===== src/hw/rtl/cfr_pkg.sv =====
// Shared types, opcodes and helpers for the x86 control-flow resolver.
`default_nettype none

package cfr_pkg;

  // Opcode bytes
  localparam logic [7:0] OP_JCC_SHORT_LO = 8'h70;
  localparam logic [7:0] OP_JCC_SHORT_HI = 8'h7f;
  localparam logic [7:0] OP_ESCAPE       = 8'h0f;
  localparam logic [7:0] OP_JCC_NEAR_LO  = 8'h80;
  localparam logic [7:0] OP_JCC_NEAR_HI  = 8'h8f;
  localparam logic [7:0] OP_RDTSC        = 8'h31;
  localparam logic [7:0] OP_JMP_SHORT    = 8'heb;
  localparam logic [7:0] OP_JMP_NEAR     = 8'he9;
  localparam logic [7:0] OP_CALL_NEAR    = 8'he8;
  localparam logic [7:0] OP_RET          = 8'hc3;
  localparam logic [7:0] OP_REPZ         = 8'hf3;
  localparam logic [7:0] OP_GRP5         = 8'hff;
  localparam logic [7:0] OP_OUT_B        = 8'he6;
  localparam logic [7:0] OP_OUT_W        = 8'he7;

  // ModRM reg field of group 5
  localparam logic [2:0] GRP5_CALL = 3'd2;
  localparam logic [2:0] GRP5_JMP  = 3'd4;

  // ModRM mode field
  localparam logic [1:0] MOD_IND    = 2'd0;
  localparam logic [1:0] MOD_DISP8  = 2'd1;
  localparam logic [1:0] MOD_DISP32 = 2'd2;
  localparam logic [1:0] MOD_REG    = 2'd3;

  // ModRM r/m field
  typedef enum logic [2:0] {
    RM_A   = 3'd0,
    RM_C   = 3'd1,
    RM_D   = 3'd2,
    RM_B   = 3'd3,
    RM_SIB = 3'd4,
    RM_BP  = 3'd5,
    RM_SI  = 3'd6,
    RM_DI  = 3'd7
  } rm_e;

  // Instruction lengths
  localparam logic [2:0] LEN_2 = 3'd2;
  localparam logic [2:0] LEN_3 = 3'd3;
  localparam logic [2:0] LEN_5 = 3'd5;
  localparam logic [2:0] LEN_6 = 3'd6;

  // Condition pairs, low bit of the code inverts
  typedef enum logic [2:0] {
    CC_O  = 3'd0,
    CC_B  = 3'd1,
    CC_Z  = 3'd2,
    CC_BE = 3'd3,
    CC_S  = 3'd4,
    CC_P  = 3'd5,
    CC_L  = 3'd6,
    CC_LE = 3'd7
  } cc_e;

  // Flag bit positions
  localparam int unsigned FL_CF = 0;
  localparam int unsigned FL_PF = 2;
  localparam int unsigned FL_ZF = 6;
  localparam int unsigned FL_SF = 7;
  localparam int unsigned FL_OF = 11;

  typedef enum logic [1:0] {
    ESP_KEEP = 2'd0,
    ESP_DEC  = 2'd1,
    ESP_INC  = 2'd2
  } esp_op_e;

  // Input beat
  typedef struct packed {
    logic [31:0] pc;
    logic [47:0] instr_bytes;
    logic [11:0] flags;
    logic [31:0] reg_a;
    logic [31:0] reg_c;
    logic [31:0] reg_d;
    logic [31:0] reg_b;
    logic [31:0] reg_bp;
    logic [31:0] reg_si;
    logic [31:0] reg_di;
    logic [31:0] reg_sp;
    logic [63:0] retired_count;
  } in_t;

  // Decode to execute
  typedef struct packed {
    logic        ok;
    logic        from_load;
    logic        push;
    logic        rdtsc;
    logic        marker;
    esp_op_e     esp_op;
    logic [7:0]  marker_value;
    logic [31:0] add_a;
    logic [31:0] add_b;
    logic [31:0] ret_addr;
    logic [31:0] rsp;
    logic [63:0] count;
  } dec_t;

  // Execute to result
  typedef struct packed {
    logic        ok;
    logic        from_load;
    logic        push;
    logic        rdtsc;
    logic        marker;
    logic [7:0]  marker_value;
    logic [31:0] sum;
    logic [31:0] new_esp;
    logic [31:0] ret_addr;
    logic [63:0] count;
  } exe_t;

  // Result beat
  typedef struct packed {
    logic        handled;
    logic [31:0] next_pc;
    logic        target_from_load;
    logic [31:0] load_addr;
    logic        push_return;
    logic [31:0] new_esp;
    logic [31:0] return_addr;
    logic        rdtsc_valid;
    logic [31:0] count_low;
    logic [31:0] count_high;
    logic        marker_valid;
    logic [7:0]  marker_value;
  } res_t;

  function automatic logic [31:0] sext8(input logic [7:0] b);
    return {{24{b[7]}}, b};
  endfunction

  function automatic logic cond_true(input logic [3:0] cc, input logic [11:0] fl);
    logic lt;
    logic r;
    lt = fl[FL_SF] ^ fl[FL_OF];
    unique case (cc_e'(cc[3:1]))
      CC_O:    r = fl[FL_OF];
      CC_B:    r = fl[FL_CF];
      CC_Z:    r = fl[FL_ZF];
      CC_BE:   r = fl[FL_CF] | fl[FL_ZF];
      CC_S:    r = fl[FL_SF];
      CC_P:    r = fl[FL_PF];
      CC_L:    r = lt;
      CC_LE:   r = fl[FL_ZF] | lt;
      default: r = 1'b0;
    endcase
    return r ^ cc[0];
  endfunction

endpackage

`default_nettype wire


===== src/hw/rtl/cfr_decode.sv =====
// Stage 1: opcode decode, condition check, operand select and pc + length.
`default_nettype none

module cfr_decode (
  input  wire logic          clk_i,
  input  wire logic          rst_ni,
  input  wire logic          valid_i,
  output logic               ready_o,
  input  wire cfr_pkg::in_t  data_i,
  output logic               valid_o,
  input  wire logic          ready_i,
  output cfr_pkg::dec_t      data_o
);
  import cfr_pkg::*;

  logic [7:0]  b0, b1, b2;
  logic [31:0] w1, w2;
  logic [1:0]  mode;
  logic [2:0]  grp_op;
  logic [31:0] base;
  logic        base_ok;
  logic [2:0]  len;
  logic [31:0] pc_len;
  dec_t        dec_d, dec_q;
  logic        valid_q;

  assign b0     = data_i.instr_bytes[7:0];
  assign b1     = data_i.instr_bytes[15:8];
  assign b2     = data_i.instr_bytes[23:16];
  assign w1     = data_i.instr_bytes[39:8];
  assign w2     = data_i.instr_bytes[47:16];
  assign mode   = b1[7:6];
  assign grp_op = b1[5:3];

  // Group 5 base register
  always_comb begin
    base_ok = 1'b1;
    unique case (rm_e'(b1[2:0]))
      RM_A:    base = data_i.reg_a;
      RM_C:    base = data_i.reg_c;
      RM_D:    base = data_i.reg_d;
      RM_B:    base = data_i.reg_b;
      RM_BP:   base = (mode == MOD_IND) ? w2 : data_i.reg_bp;
      RM_SI:   base = data_i.reg_si;
      RM_DI:   base = data_i.reg_di;
      default: begin
        base    = '0;
        base_ok = 1'b0;
      end
    endcase
  end

  // Instruction length
  always_comb begin
    priority if (b0 == OP_ESCAPE) begin
      len = (b1 >= OP_JCC_NEAR_LO && b1 <= OP_JCC_NEAR_HI) ? LEN_6 : LEN_2;
    end else if (b0 == OP_JMP_NEAR || b0 == OP_CALL_NEAR) begin
      len = LEN_5;
    end else if (b0 == OP_GRP5) begin
      unique case (mode)
        MOD_IND:    len = (rm_e'(b1[2:0]) == RM_BP) ? LEN_6 : LEN_2;
        MOD_DISP8:  len = LEN_3;
        MOD_DISP32: len = LEN_6;
        default:    len = LEN_2;
      endcase
    end else begin
      len = LEN_2;
    end
  end

  assign pc_len = data_i.pc + {29'd0, len};

  // Operand select per opcode
  always_comb begin
    dec_d              = '0;
    dec_d.ok           = 1'b1;
    dec_d.esp_op       = ESP_KEEP;
    dec_d.rsp          = data_i.reg_sp;
    dec_d.count        = data_i.retired_count;
    dec_d.add_a        = pc_len;
    priority if (b0 >= OP_JCC_SHORT_LO && b0 <= OP_JCC_SHORT_HI) begin
      dec_d.add_b = cond_true(b0[3:0], data_i.flags) ? sext8(b1) : '0;
    end else if (b0 == OP_JMP_SHORT) begin
      dec_d.add_b = sext8(b1);
    end else if (b0 == OP_OUT_B || b0 == OP_OUT_W) begin
      dec_d.marker       = 1'b1;
      dec_d.marker_value = b1;
    end else if (b0 == OP_ESCAPE) begin
      priority if (b1 >= OP_JCC_NEAR_LO && b1 <= OP_JCC_NEAR_HI) begin
        dec_d.add_b = cond_true(b1[3:0], data_i.flags) ? w2 : '0;
      end else if (b1 == OP_RDTSC) begin
        dec_d.rdtsc = 1'b1;
      end else begin
        dec_d.ok = 1'b0;
      end
    end else if (b0 == OP_JMP_NEAR) begin
      dec_d.add_b = w1;
    end else if (b0 == OP_CALL_NEAR) begin
      dec_d.add_b    = w1;
      dec_d.push     = 1'b1;
      dec_d.ret_addr = pc_len;
      dec_d.esp_op   = ESP_DEC;
    end else if (b0 == OP_RET || (b0 == OP_REPZ && b1 == OP_RET)) begin
      dec_d.from_load = 1'b1;
      dec_d.add_a     = data_i.reg_sp;
      dec_d.esp_op    = ESP_INC;
    end else if (b0 == OP_GRP5) begin
      dec_d.ok        = base_ok && (grp_op == GRP5_CALL || grp_op == GRP5_JMP);
      dec_d.add_a     = base;
      dec_d.from_load = (mode != MOD_REG);
      unique case (mode)
        MOD_DISP8:  dec_d.add_b = sext8(b2);
        MOD_DISP32: dec_d.add_b = w2;
        default:    dec_d.add_b = '0;
      endcase
      if (grp_op == GRP5_CALL) begin
        dec_d.push     = 1'b1;
        dec_d.ret_addr = pc_len;
        dec_d.esp_op   = ESP_DEC;
      end
    end else begin
      dec_d.ok = 1'b0;
    end
  end

  // Stage register
  assign ready_o = !valid_q || ready_i;

  always_ff @(posedge clk_i or negedge rst_ni) begin
    if (!rst_ni) begin
      valid_q <= 1'b0;
    end else if (ready_o) begin
      valid_q <= valid_i;
    end
  end

  always_ff @(posedge clk_i) begin
    if (ready_o && valid_i) begin
      dec_q <= dec_d;
    end
  end

  assign valid_o = valid_q;
  assign data_o  = dec_q;

endmodule

`default_nettype wire


===== src/hw/rtl/cfr_exec.sv =====
// Stage 2: target/effective-address add and stack pointer update.
`default_nettype none

module cfr_exec (
  input  wire logic          clk_i,
  input  wire logic          rst_ni,
  input  wire logic          valid_i,
  output logic               ready_o,
  input  wire cfr_pkg::dec_t data_i,
  output logic               valid_o,
  input  wire logic          ready_i,
  output cfr_pkg::exe_t      data_o
);
  import cfr_pkg::*;

  exe_t exe_d, exe_q;
  logic valid_q;

  always_comb begin
    exe_d.ok           = data_i.ok;
    exe_d.from_load    = data_i.from_load;
    exe_d.push         = data_i.push;
    exe_d.rdtsc        = data_i.rdtsc;
    exe_d.marker       = data_i.marker;
    exe_d.marker_value = data_i.marker_value;
    exe_d.ret_addr     = data_i.ret_addr;
    exe_d.count        = data_i.count;
    exe_d.sum          = data_i.add_a + data_i.add_b;
    unique case (data_i.esp_op)
      ESP_DEC: exe_d.new_esp = data_i.rsp - 32'd4;
      ESP_INC: exe_d.new_esp = data_i.rsp + 32'd4;
      default: exe_d.new_esp = data_i.rsp;
    endcase
  end

  // Stage register
  assign ready_o = !valid_q || ready_i;

  always_ff @(posedge clk_i or negedge rst_ni) begin
    if (!rst_ni) begin
      valid_q <= 1'b0;
    end else if (ready_o) begin
      valid_q <= valid_i;
    end
  end

  always_ff @(posedge clk_i) begin
    if (ready_o && valid_i) begin
      exe_q <= exe_d;
    end
  end

  assign valid_o = valid_q;
  assign data_o  = exe_q;

endmodule

`default_nettype wire


===== src/hw/rtl/cfr_result.sv =====
// Stage 3: result formatting and output register.
`default_nettype none

module cfr_result (
  input  wire logic          clk_i,
  input  wire logic          rst_ni,
  input  wire logic          valid_i,
  output logic               ready_o,
  input  wire cfr_pkg::exe_t data_i,
  output logic               valid_o,
  input  wire logic          ready_i,
  output cfr_pkg::res_t      data_o
);
  import cfr_pkg::*;

  res_t res_d, res_q;
  logic valid_q;

  // Unhandled opcodes give an all-zero beat
  always_comb begin
    res_d = '0;
    if (data_i.ok) begin
      res_d.handled          = 1'b1;
      res_d.next_pc          = data_i.from_load ? '0 : data_i.sum;
      res_d.target_from_load = data_i.from_load;
      res_d.load_addr        = data_i.from_load ? data_i.sum : '0;
      res_d.push_return      = data_i.push;
      res_d.new_esp          = data_i.new_esp;
      res_d.return_addr      = data_i.ret_addr;
      res_d.rdtsc_valid      = data_i.rdtsc;
      res_d.count_low        = data_i.rdtsc ? data_i.count[31:0] : '0;
      res_d.count_high       = data_i.rdtsc ? data_i.count[63:32] : '0;
      res_d.marker_valid     = data_i.marker;
      res_d.marker_value     = data_i.marker_value;
    end
  end

  // Output register
  assign ready_o = !valid_q || ready_i;

  always_ff @(posedge clk_i or negedge rst_ni) begin
    if (!rst_ni) begin
      valid_q <= 1'b0;
    end else if (ready_o) begin
      valid_q <= valid_i;
    end
  end

  always_ff @(posedge clk_i) begin
    if (ready_o && valid_i) begin
      res_q <= res_d;
    end
  end

  assign valid_o = valid_q;
  assign data_o  = res_q;

endmodule

`default_nettype wire


===== src/hw/rtl/x86_control_flow_resolver.sv =====
// Top level: x86 control-flow resolver, three-stage pipeline.
// A beat passes through the decode, add and output registers in that order.
// Throughput: one instruction per cycle while out_ready_i is high; each stage holds one beat and moves
// whenever the stage after it is empty or draining, so a stall loses nothing.
// Reset: rst_ni clears all stage valid bits; no other state is reset.
`default_nettype none

module x86_control_flow_resolver (
  input  wire logic        clk_i,
  input  wire logic        rst_ni,
  input  wire logic        in_valid_i,
  output logic             in_ready_o,
  input  wire logic [31:0] pc_i,
  input  wire logic [47:0] instr_bytes_i,
  input  wire logic [11:0] flags_i,
  input  wire logic [31:0] reg_a_i,
  input  wire logic [31:0] reg_c_i,
  input  wire logic [31:0] reg_d_i,
  input  wire logic [31:0] reg_b_i,
  input  wire logic [31:0] reg_bp_i,
  input  wire logic [31:0] reg_si_i,
  input  wire logic [31:0] reg_di_i,
  input  wire logic [31:0] reg_sp_i,
  input  wire logic [63:0] retired_count_i,
  output logic             out_valid_o,
  input  wire logic        out_ready_i,
  output logic             handled_o,
  output logic [31:0]      next_pc_o,
  output logic             target_from_load_o,
  output logic [31:0]      load_addr_o,
  output logic             push_return_o,
  output logic [31:0]      new_esp_o,
  output logic [31:0]      return_addr_o,
  output logic             rdtsc_valid_o,
  output logic [31:0]      count_low_o,
  output logic [31:0]      count_high_o,
  output logic             marker_valid_o,
  output logic [7:0]       marker_value_o
);
  import cfr_pkg::*;

  in_t  in_beat;
  dec_t dec_beat;
  exe_t exe_beat;
  res_t res_beat;
  logic dec_valid, dec_ready;
  logic exe_valid, exe_ready;

  assign in_beat.pc            = pc_i;
  assign in_beat.instr_bytes   = instr_bytes_i;
  assign in_beat.flags         = flags_i;
  assign in_beat.reg_a         = reg_a_i;
  assign in_beat.reg_c         = reg_c_i;
  assign in_beat.reg_d         = reg_d_i;
  assign in_beat.reg_b         = reg_b_i;
  assign in_beat.reg_bp        = reg_bp_i;
  assign in_beat.reg_si        = reg_si_i;
  assign in_beat.reg_di        = reg_di_i;
  assign in_beat.reg_sp        = reg_sp_i;
  assign in_beat.retired_count = retired_count_i;

  cfr_decode u_decode (
    .clk_i   (clk_i),
    .rst_ni  (rst_ni),
    .valid_i (in_valid_i),
    .ready_o (in_ready_o),
    .data_i  (in_beat),
    .valid_o (dec_valid),
    .ready_i (dec_ready),
    .data_o  (dec_beat)
  );

  cfr_exec u_exec (
    .clk_i   (clk_i),
    .rst_ni  (rst_ni),
    .valid_i (dec_valid),
    .ready_o (dec_ready),
    .data_i  (dec_beat),
    .valid_o (exe_valid),
    .ready_i (exe_ready),
    .data_o  (exe_beat)
  );

  cfr_result u_result (
    .clk_i   (clk_i),
    .rst_ni  (rst_ni),
    .valid_i (exe_valid),
    .ready_o (exe_ready),
    .data_i  (exe_beat),
    .valid_o (out_valid_o),
    .ready_i (out_ready_i),
    .data_o  (res_beat)
  );

  assign handled_o          = res_beat.handled;
  assign next_pc_o          = res_beat.next_pc;
  assign target_from_load_o = res_beat.target_from_load;
  assign load_addr_o        = res_beat.load_addr;
  assign push_return_o      = res_beat.push_return;
  assign new_esp_o          = res_beat.new_esp;
  assign return_addr_o      = res_beat.return_addr;
  assign rdtsc_valid_o      = res_beat.rdtsc_valid;
  assign count_low_o        = res_beat.count_low;
  assign count_high_o       = res_beat.count_high;
  assign marker_valid_o     = res_beat.marker_valid;
  assign marker_value_o     = res_beat.marker_value;

endmodule

`default_nettype wire


===== config.mk =====
export PLATFORM = sky130hd
export DESIGN_NAME = x86_control_flow_resolver
export DESIGN_NICKNAME = d
export VERILOG_FILES = /design/src/hw/rtl/cfr_pkg.sv /design/src/hw/rtl/cfr_decode.sv /design/src/hw/rtl/cfr_exec.sv /design/src/hw/rtl/cfr_result.sv /design/src/hw/rtl/x86_control_flow_resolver.sv
export SDC_FILE = /design/constraint.sdc
export NUM_CORES = 1
export LEC_CHECK = 0
export CORE_AREA = 8 8 235 237
export CTS_CLUSTER_DIAMETER = 150
export DETAILED_ROUTE_END_ITERATION = 16
export DIE_AREA = 0 0 243 245
export DONT_BUFFER_PORTS = 1
export PLACE_DENSITY = 0.68
export SLEW_MARGIN = 15
export SYNTH_ARGS = -nofsm -noshare
export SYNTH_HDL_FRONTEND = slang
export SYNTH_SLANG_ARGS = --single-unit

===== constraint.sdc =====
create_clock -name clk_i -period 8.85 [get_ports clk_i]
set_clock_uncertainty 0.2 [all_clocks]
set_input_delay 0.885 -clock clk_i [delete_from_list [all_inputs] [get_ports clk_i]]
set_output_delay 0.885 -clock clk_i [all_outputs]
set_load 0.03 [all_outputs]

# Word-level counts from Yosys, hierarchy flattened
# Cells that the tools add are included.
# op_classes
add_sub_neg	4
n_lt_le_gt_ge	4
n_eq_ne	38
mux	61
bitwise_logic	8
n_reduce_logical	31
# ops
op	count
$mux 32	21
$pmux 32 s7	1
$mux 205	1
$mux 96	2
$mux 64	2
$pmux 32 s2	2
$eq 8x8->1 const B	9
$eq 3x3->1 const B	12
$add 32x3->32	1
$add 32x3->32 const B	1
$add 32x32->32	1
$sub 32x3->32 const B	1
$eq 3x2->1 const B	7
$mux 1	18
$mux 3	6
$pmux 1 s8	2
$mux 2	5
$reduce_or 5->1	2
$eq 3x1->1 const B	3
$logic_not 3->1	3
$pmux 3 s3	1
$eq 8x4->1 const B	1
$eq 8x6->1 const B	1
$ge 8x7->1 const B	1
other kinds (18)	42
# totals
ff_bits	588
inputBits	416
out_inout_bits	207

# Depth between registers and ports, before layout
# depth
ltp_word	16
depth_mapped	17

# Hierarchy
# A second synthesis with hierarchy kept.
# hier_totals
cells_unflattened	2051
area_unflattened_um2	27212.3
# modules_own_cells
mod	instances	cells_per_inst	area_per_inst_um2	seq_area_each_um2
cfr_decode	1	928	10771.6	6211.0
cfr_exec	1	677	8698.3	5220.0
cfr_result	1	446	7742.4	6180.9

# Worst setup path before layout
# No wires, ideal clock.
# synth_timing
path_kind	input to register
start	input out_ready_i
end	register u_decode.dec_q (netlist bit u_decode.data_o[0]) (enable)
setup_time_ps	591
arrival_time_ps	5962
path_slack_ps	2097
cell_stages	3
path_buffers	0
path_cell_list	nor2b_1 > nand3_1 > and2_1
# synth_between
elab_chain_len	4
# synth_lines
item	line	rtl
from (decl)	x86_control_flow_resolver.sv:26	input wire logic out_ready_i,
$logic_or 1x1->1	cfr_result.sv:39	assign ready_o = !valid_q || ready_i;
$logic_or 1x1->1	cfr_exec.sv:37	assign ready_o = !valid_q || ready_i;
$logic_or 1x1->1	cfr_decode.sv:127	assign ready_o = !valid_q || ready_i;
net in_ready_o	x86_control_flow_resolver.sv:12	output logic in_ready_o,
$logic_and 1x1->1	cfr_decode.sv:138	if (ready_o && valid_i) begin
to (signal assigned)	cfr_decode.sv:139	dec_q <= dec_d;
to (decl)	cfr_decode.sv:24	dec_t dec_d, dec_q;
# The timed path passes the listed nets, and every way through them passes these cells.
# A chain may end at the register's enable or synchronous reset.

==> results.sh <==
export IMPL_place_ws_ns=3.731
export IMPL_syn_num_nets=2544
export IMPL_maxSlewViolCount=0
export IMPL_slew_headroom_pct=16.14
export IMPL_cts_root_buffer="clkbuf_16"
export IMPL_initial_core_util_pct=52.36
export IMPL_cts_resized=0
export IMPL_arrival_ns=4.75
export IMPL_synth_edf_count=584
export IMPL_drv_cap=0
export IMPL_io_buffers=0
export IMPL_cts_tree="done"
export IMPL_area_growth_pct=10.13
export IMPL_hold_buffers=1
export IMPL_avgSynthCellArea_um2=13.16
export IMPL_cp_required_ns=8.97
export IMPL_postRouteAntennaNets=0
export IMPL_crit_type="in2reg"
export IMPL_ir_worst_vdd_mv=0.1531
export IMPL_grt_pass1_wl_mm=129.1
export IMPL_die_height_um=245
export IMPL_setup_violations=0
export IMPL_clkSinkCount=587
export IMPL_hold_path_cell_count=0
export IMPL_clk_pin_slew_worst_paths_ns=0.07
export IMPL_fillers=4170
export IMPL_status="finished clean"
export IMPL_post_cts_setup_buffer_count=0
export IMPL_wl_per_cell_um=33.53
export IMPL_yosys_warnings=0
export IMPL_placementRows=84
export IMPL_layout_commonest_cell="edfxtp_1"
export IMPL_power_density_nw_per_um2=237.5
export IMPL_worstPathMaxFanout=27
export IMPL_vias_per_cell=6.428
export IMPL_clk_latency_ns=0.64
export IMPL_ys_top_cells_by_area="edfxtp_1, ha_1, and2_1, and3_1, a21oi_1"
export IMPL_core_um2=51710
export IMPL_cts_buffers=59
export IMPL_worst_setup_path_start_kind="primary input"
export IMPL_synth_top_area_cell="edfxtp_1"
export IMPL_drc=0
export IMPL_cts_max_level=2
export IMPL_antenna_found_initial=31
export IMPL_drtIter0Drc=2019
export IMPL_hold_class="in2reg"
export IMPL_tightest_slew_ns=1.253
export IMPL_clk_path_buf_depth=3
export IMPL_grt_pass1_vias=17080
export IMPL_worstHoldEndpoint="u_decode.data_o[87]$_DFFE_PP_"
export IMPL_firstDrtPassIters=8
export IMPL_grt_util_all_layers_pct=30.17
export IMPL_drive_gt1_share_pct=8.482
export IMPL_tns_ns=0
export IMPL_grt_max_degree=149
export IMPL_die_area_um2=59540
export IMPL_fmax_mhz=216.0
export IMPL_reg2reg_setup_slack_ns=4.80
export IMPL_fp_dieW_um=243
export IMPL_layout_nets=2514
export IMPL_post_route_min_period_ns=4.629
export IMPL_cp_end_kind="flip-flop"
export IMPL_ys_ff_latch=587
export IMPL_r2r_end="u_exec.data_o[126]$_DFFE_PP_"
export IMPL_synth_top_area_share_pct=64.77
export IMPL_layout_common_cells="edfxtp_1, nand2_1, a21oi_1"
export IMPL_dp_final_hpwl_mm=72.35
export IMPL_r2r_cells=12
export IMPL_synth_main_ff_cell="edfxtp_1"
export IMPL_hold_start="reg_sp_i[23]"
export IMPL_dr_total_vias=17970
export IMPL_gp_congestion=1.012
export IMPL_yosysUniqueCellTypes=88
export IMPL_ys_seq_area_share_pct=65.05
export IMPL_hold_violations=0
export IMPL_synthArstFlopShare_pct=0.5111
export IMPL_p_leak_nw=10.80
export IMPL_synth_area_um2=27070
export IMPL_fin_crit_sh_pct=52.31
export IMPL_rsz0062_at_grt="no"
export IMPL_netlist_instances=2057
export IMPL_grt_ovfl_total=0
export IMPL_worst_slack_ns=4.221
export IMPL_ios=623
export IMPL_drt_wl_total_mm=93.75
export IMPL_reg2reg_from="u_decode.data_o[201]$_SDFFCE_PP0P_"
-- how the worst max path moves through the flow --
stage                                 start                              to  slack (ns)  depth (start not counted)
after floorplan                 out_ready_i    u_decode.data_o[0]$_DFFE_PP_        2.10                          3
after global placement    instr_bytes_i[14]  u_decode.data_o[186]$_DFFE_PP_        3.72                         15
after detailed placement  instr_bytes_i[14]  u_decode.data_o[186]$_DFFE_PP_        3.73                         15
after CTS                 instr_bytes_i[14]  u_decode.data_o[186]$_DFFE_PP_        4.37                         15
after global routing      instr_bytes_i[14]  u_decode.data_o[186]$_DFFE_PP_        4.05                         15
final                     instr_bytes_i[14]  u_decode.data_o[186]$_DFFE_PP_        4.22                         15
-- layout make-up --
type	instances	area, um^2	share of cell area (%)
Antenna cell	33	82.58	0.2770
Clock buffer	62	1488	4.990
Clock inverter	47	573.1	1.922
Inverter	29	110.1	0.3693
Multi-Input combinational cell	1329	8896	29.84
Sequential cell	587	17610	59.07
Tap cell	688	860.8	2.887
Timing Repair Buffer	21	192.7	0.6463
-- cells by family (layout without fill, tap and decap cells) --
kind of cell             after synthesis  count (layout)  share of synthesized area [%]
AND/OR/NAND/NOR                      647             647                          12.49
XOR/XNOR                              81              81                          2.648
adder cells (fa/ha/maj)               71              71                          3.364
buffers and inverters                141             159                          2.167
other                                  0              33                              0
flip-flops                           587             587                          65.05
AO/OA/AOI/OAI                        463             463                          11.21
multiplexers                          67              67                          3.064
-- per-layer routing --
layer / share of wire (%) / global-route usage, % / wire length (um) / vias up
li1: - / - / - / 7800
met1: 35 / 34.26 / 33080 / 8824
met2: 47 / 48.51 / 44240 / 1104
met3: 10 / 10.00 / 9592 / 241
met4: 7.3 / 20.28 / 6813 / 4
met5: 0.021 / 0 / 20 / -
-- synth_stat cells, drive strengths merged, types with 23 or more instances --
cell	n
nand4	23
edfxtp	584
a221oi	26
clkbuf	78
a22oi	31
buf	34
ha	68
and2	123
o21ai	126
xnor2	45
mux2i	39
and3	107
inv	28
a21oi	126
nand3	30
nor2	112
xor2	36
a21o	23
nand2	163
-- state kept, by name (all words and copies together), names as in the netlist --
| signal | count |
|---|---|
| u_decode.data_o | 206 |
| u_result.data_o | 205 |
| u_exec.data_o | 173 |
| u_decode.valid_o | 1 |
| u_exec.valid_o | 1 |
| u_result.valid_o | 1 |
-- per-stage QoR --
step / power [mW] / area [um^2] / hold WS (ns) / utilization [%] / cells
2_1_floorplan: 4.281 / 27070 / 0.2003 / - / 2057
3_3_place_gp: 4.467 / 27630 / 0.2003 / 53.44 / 2652
3_5_place_dp: 4.495 / 27630 / 0.2045 / 53.44 / 2652
4_1_cts: 7.131 / 29700 / 0.1020 / 57.45 / 2762
5_1_grt: 7.310 / 29790 / 0.1101 / 57.61 / 2787
6_report: 7.081 / 29810 / 0.1387 / 57.66 / 2796
-- where the power goes --
group	switching (mW)	internal (mW)
logic	0.462	0.245
clock network	1.08	1.55
registers	0.326	3.41
-- critical path, stage by stage --
cell	delay (ns)
inv_1	0.10
ha_1	0.80
nor3_1	0.10
o21ai_0	0.40
nor2b_1	0.27
nor2_1	0.11
ha_1	0.34
a21o_1	0.17
nand2b_1	0.16
nor3_1	0.33
buf_4	0.23
and3_1	0.25
and3_1	0.19
xnor2_1	0.23
o221ai_1	0.16
Note: power is estimated with default switching activity, not from simulation.
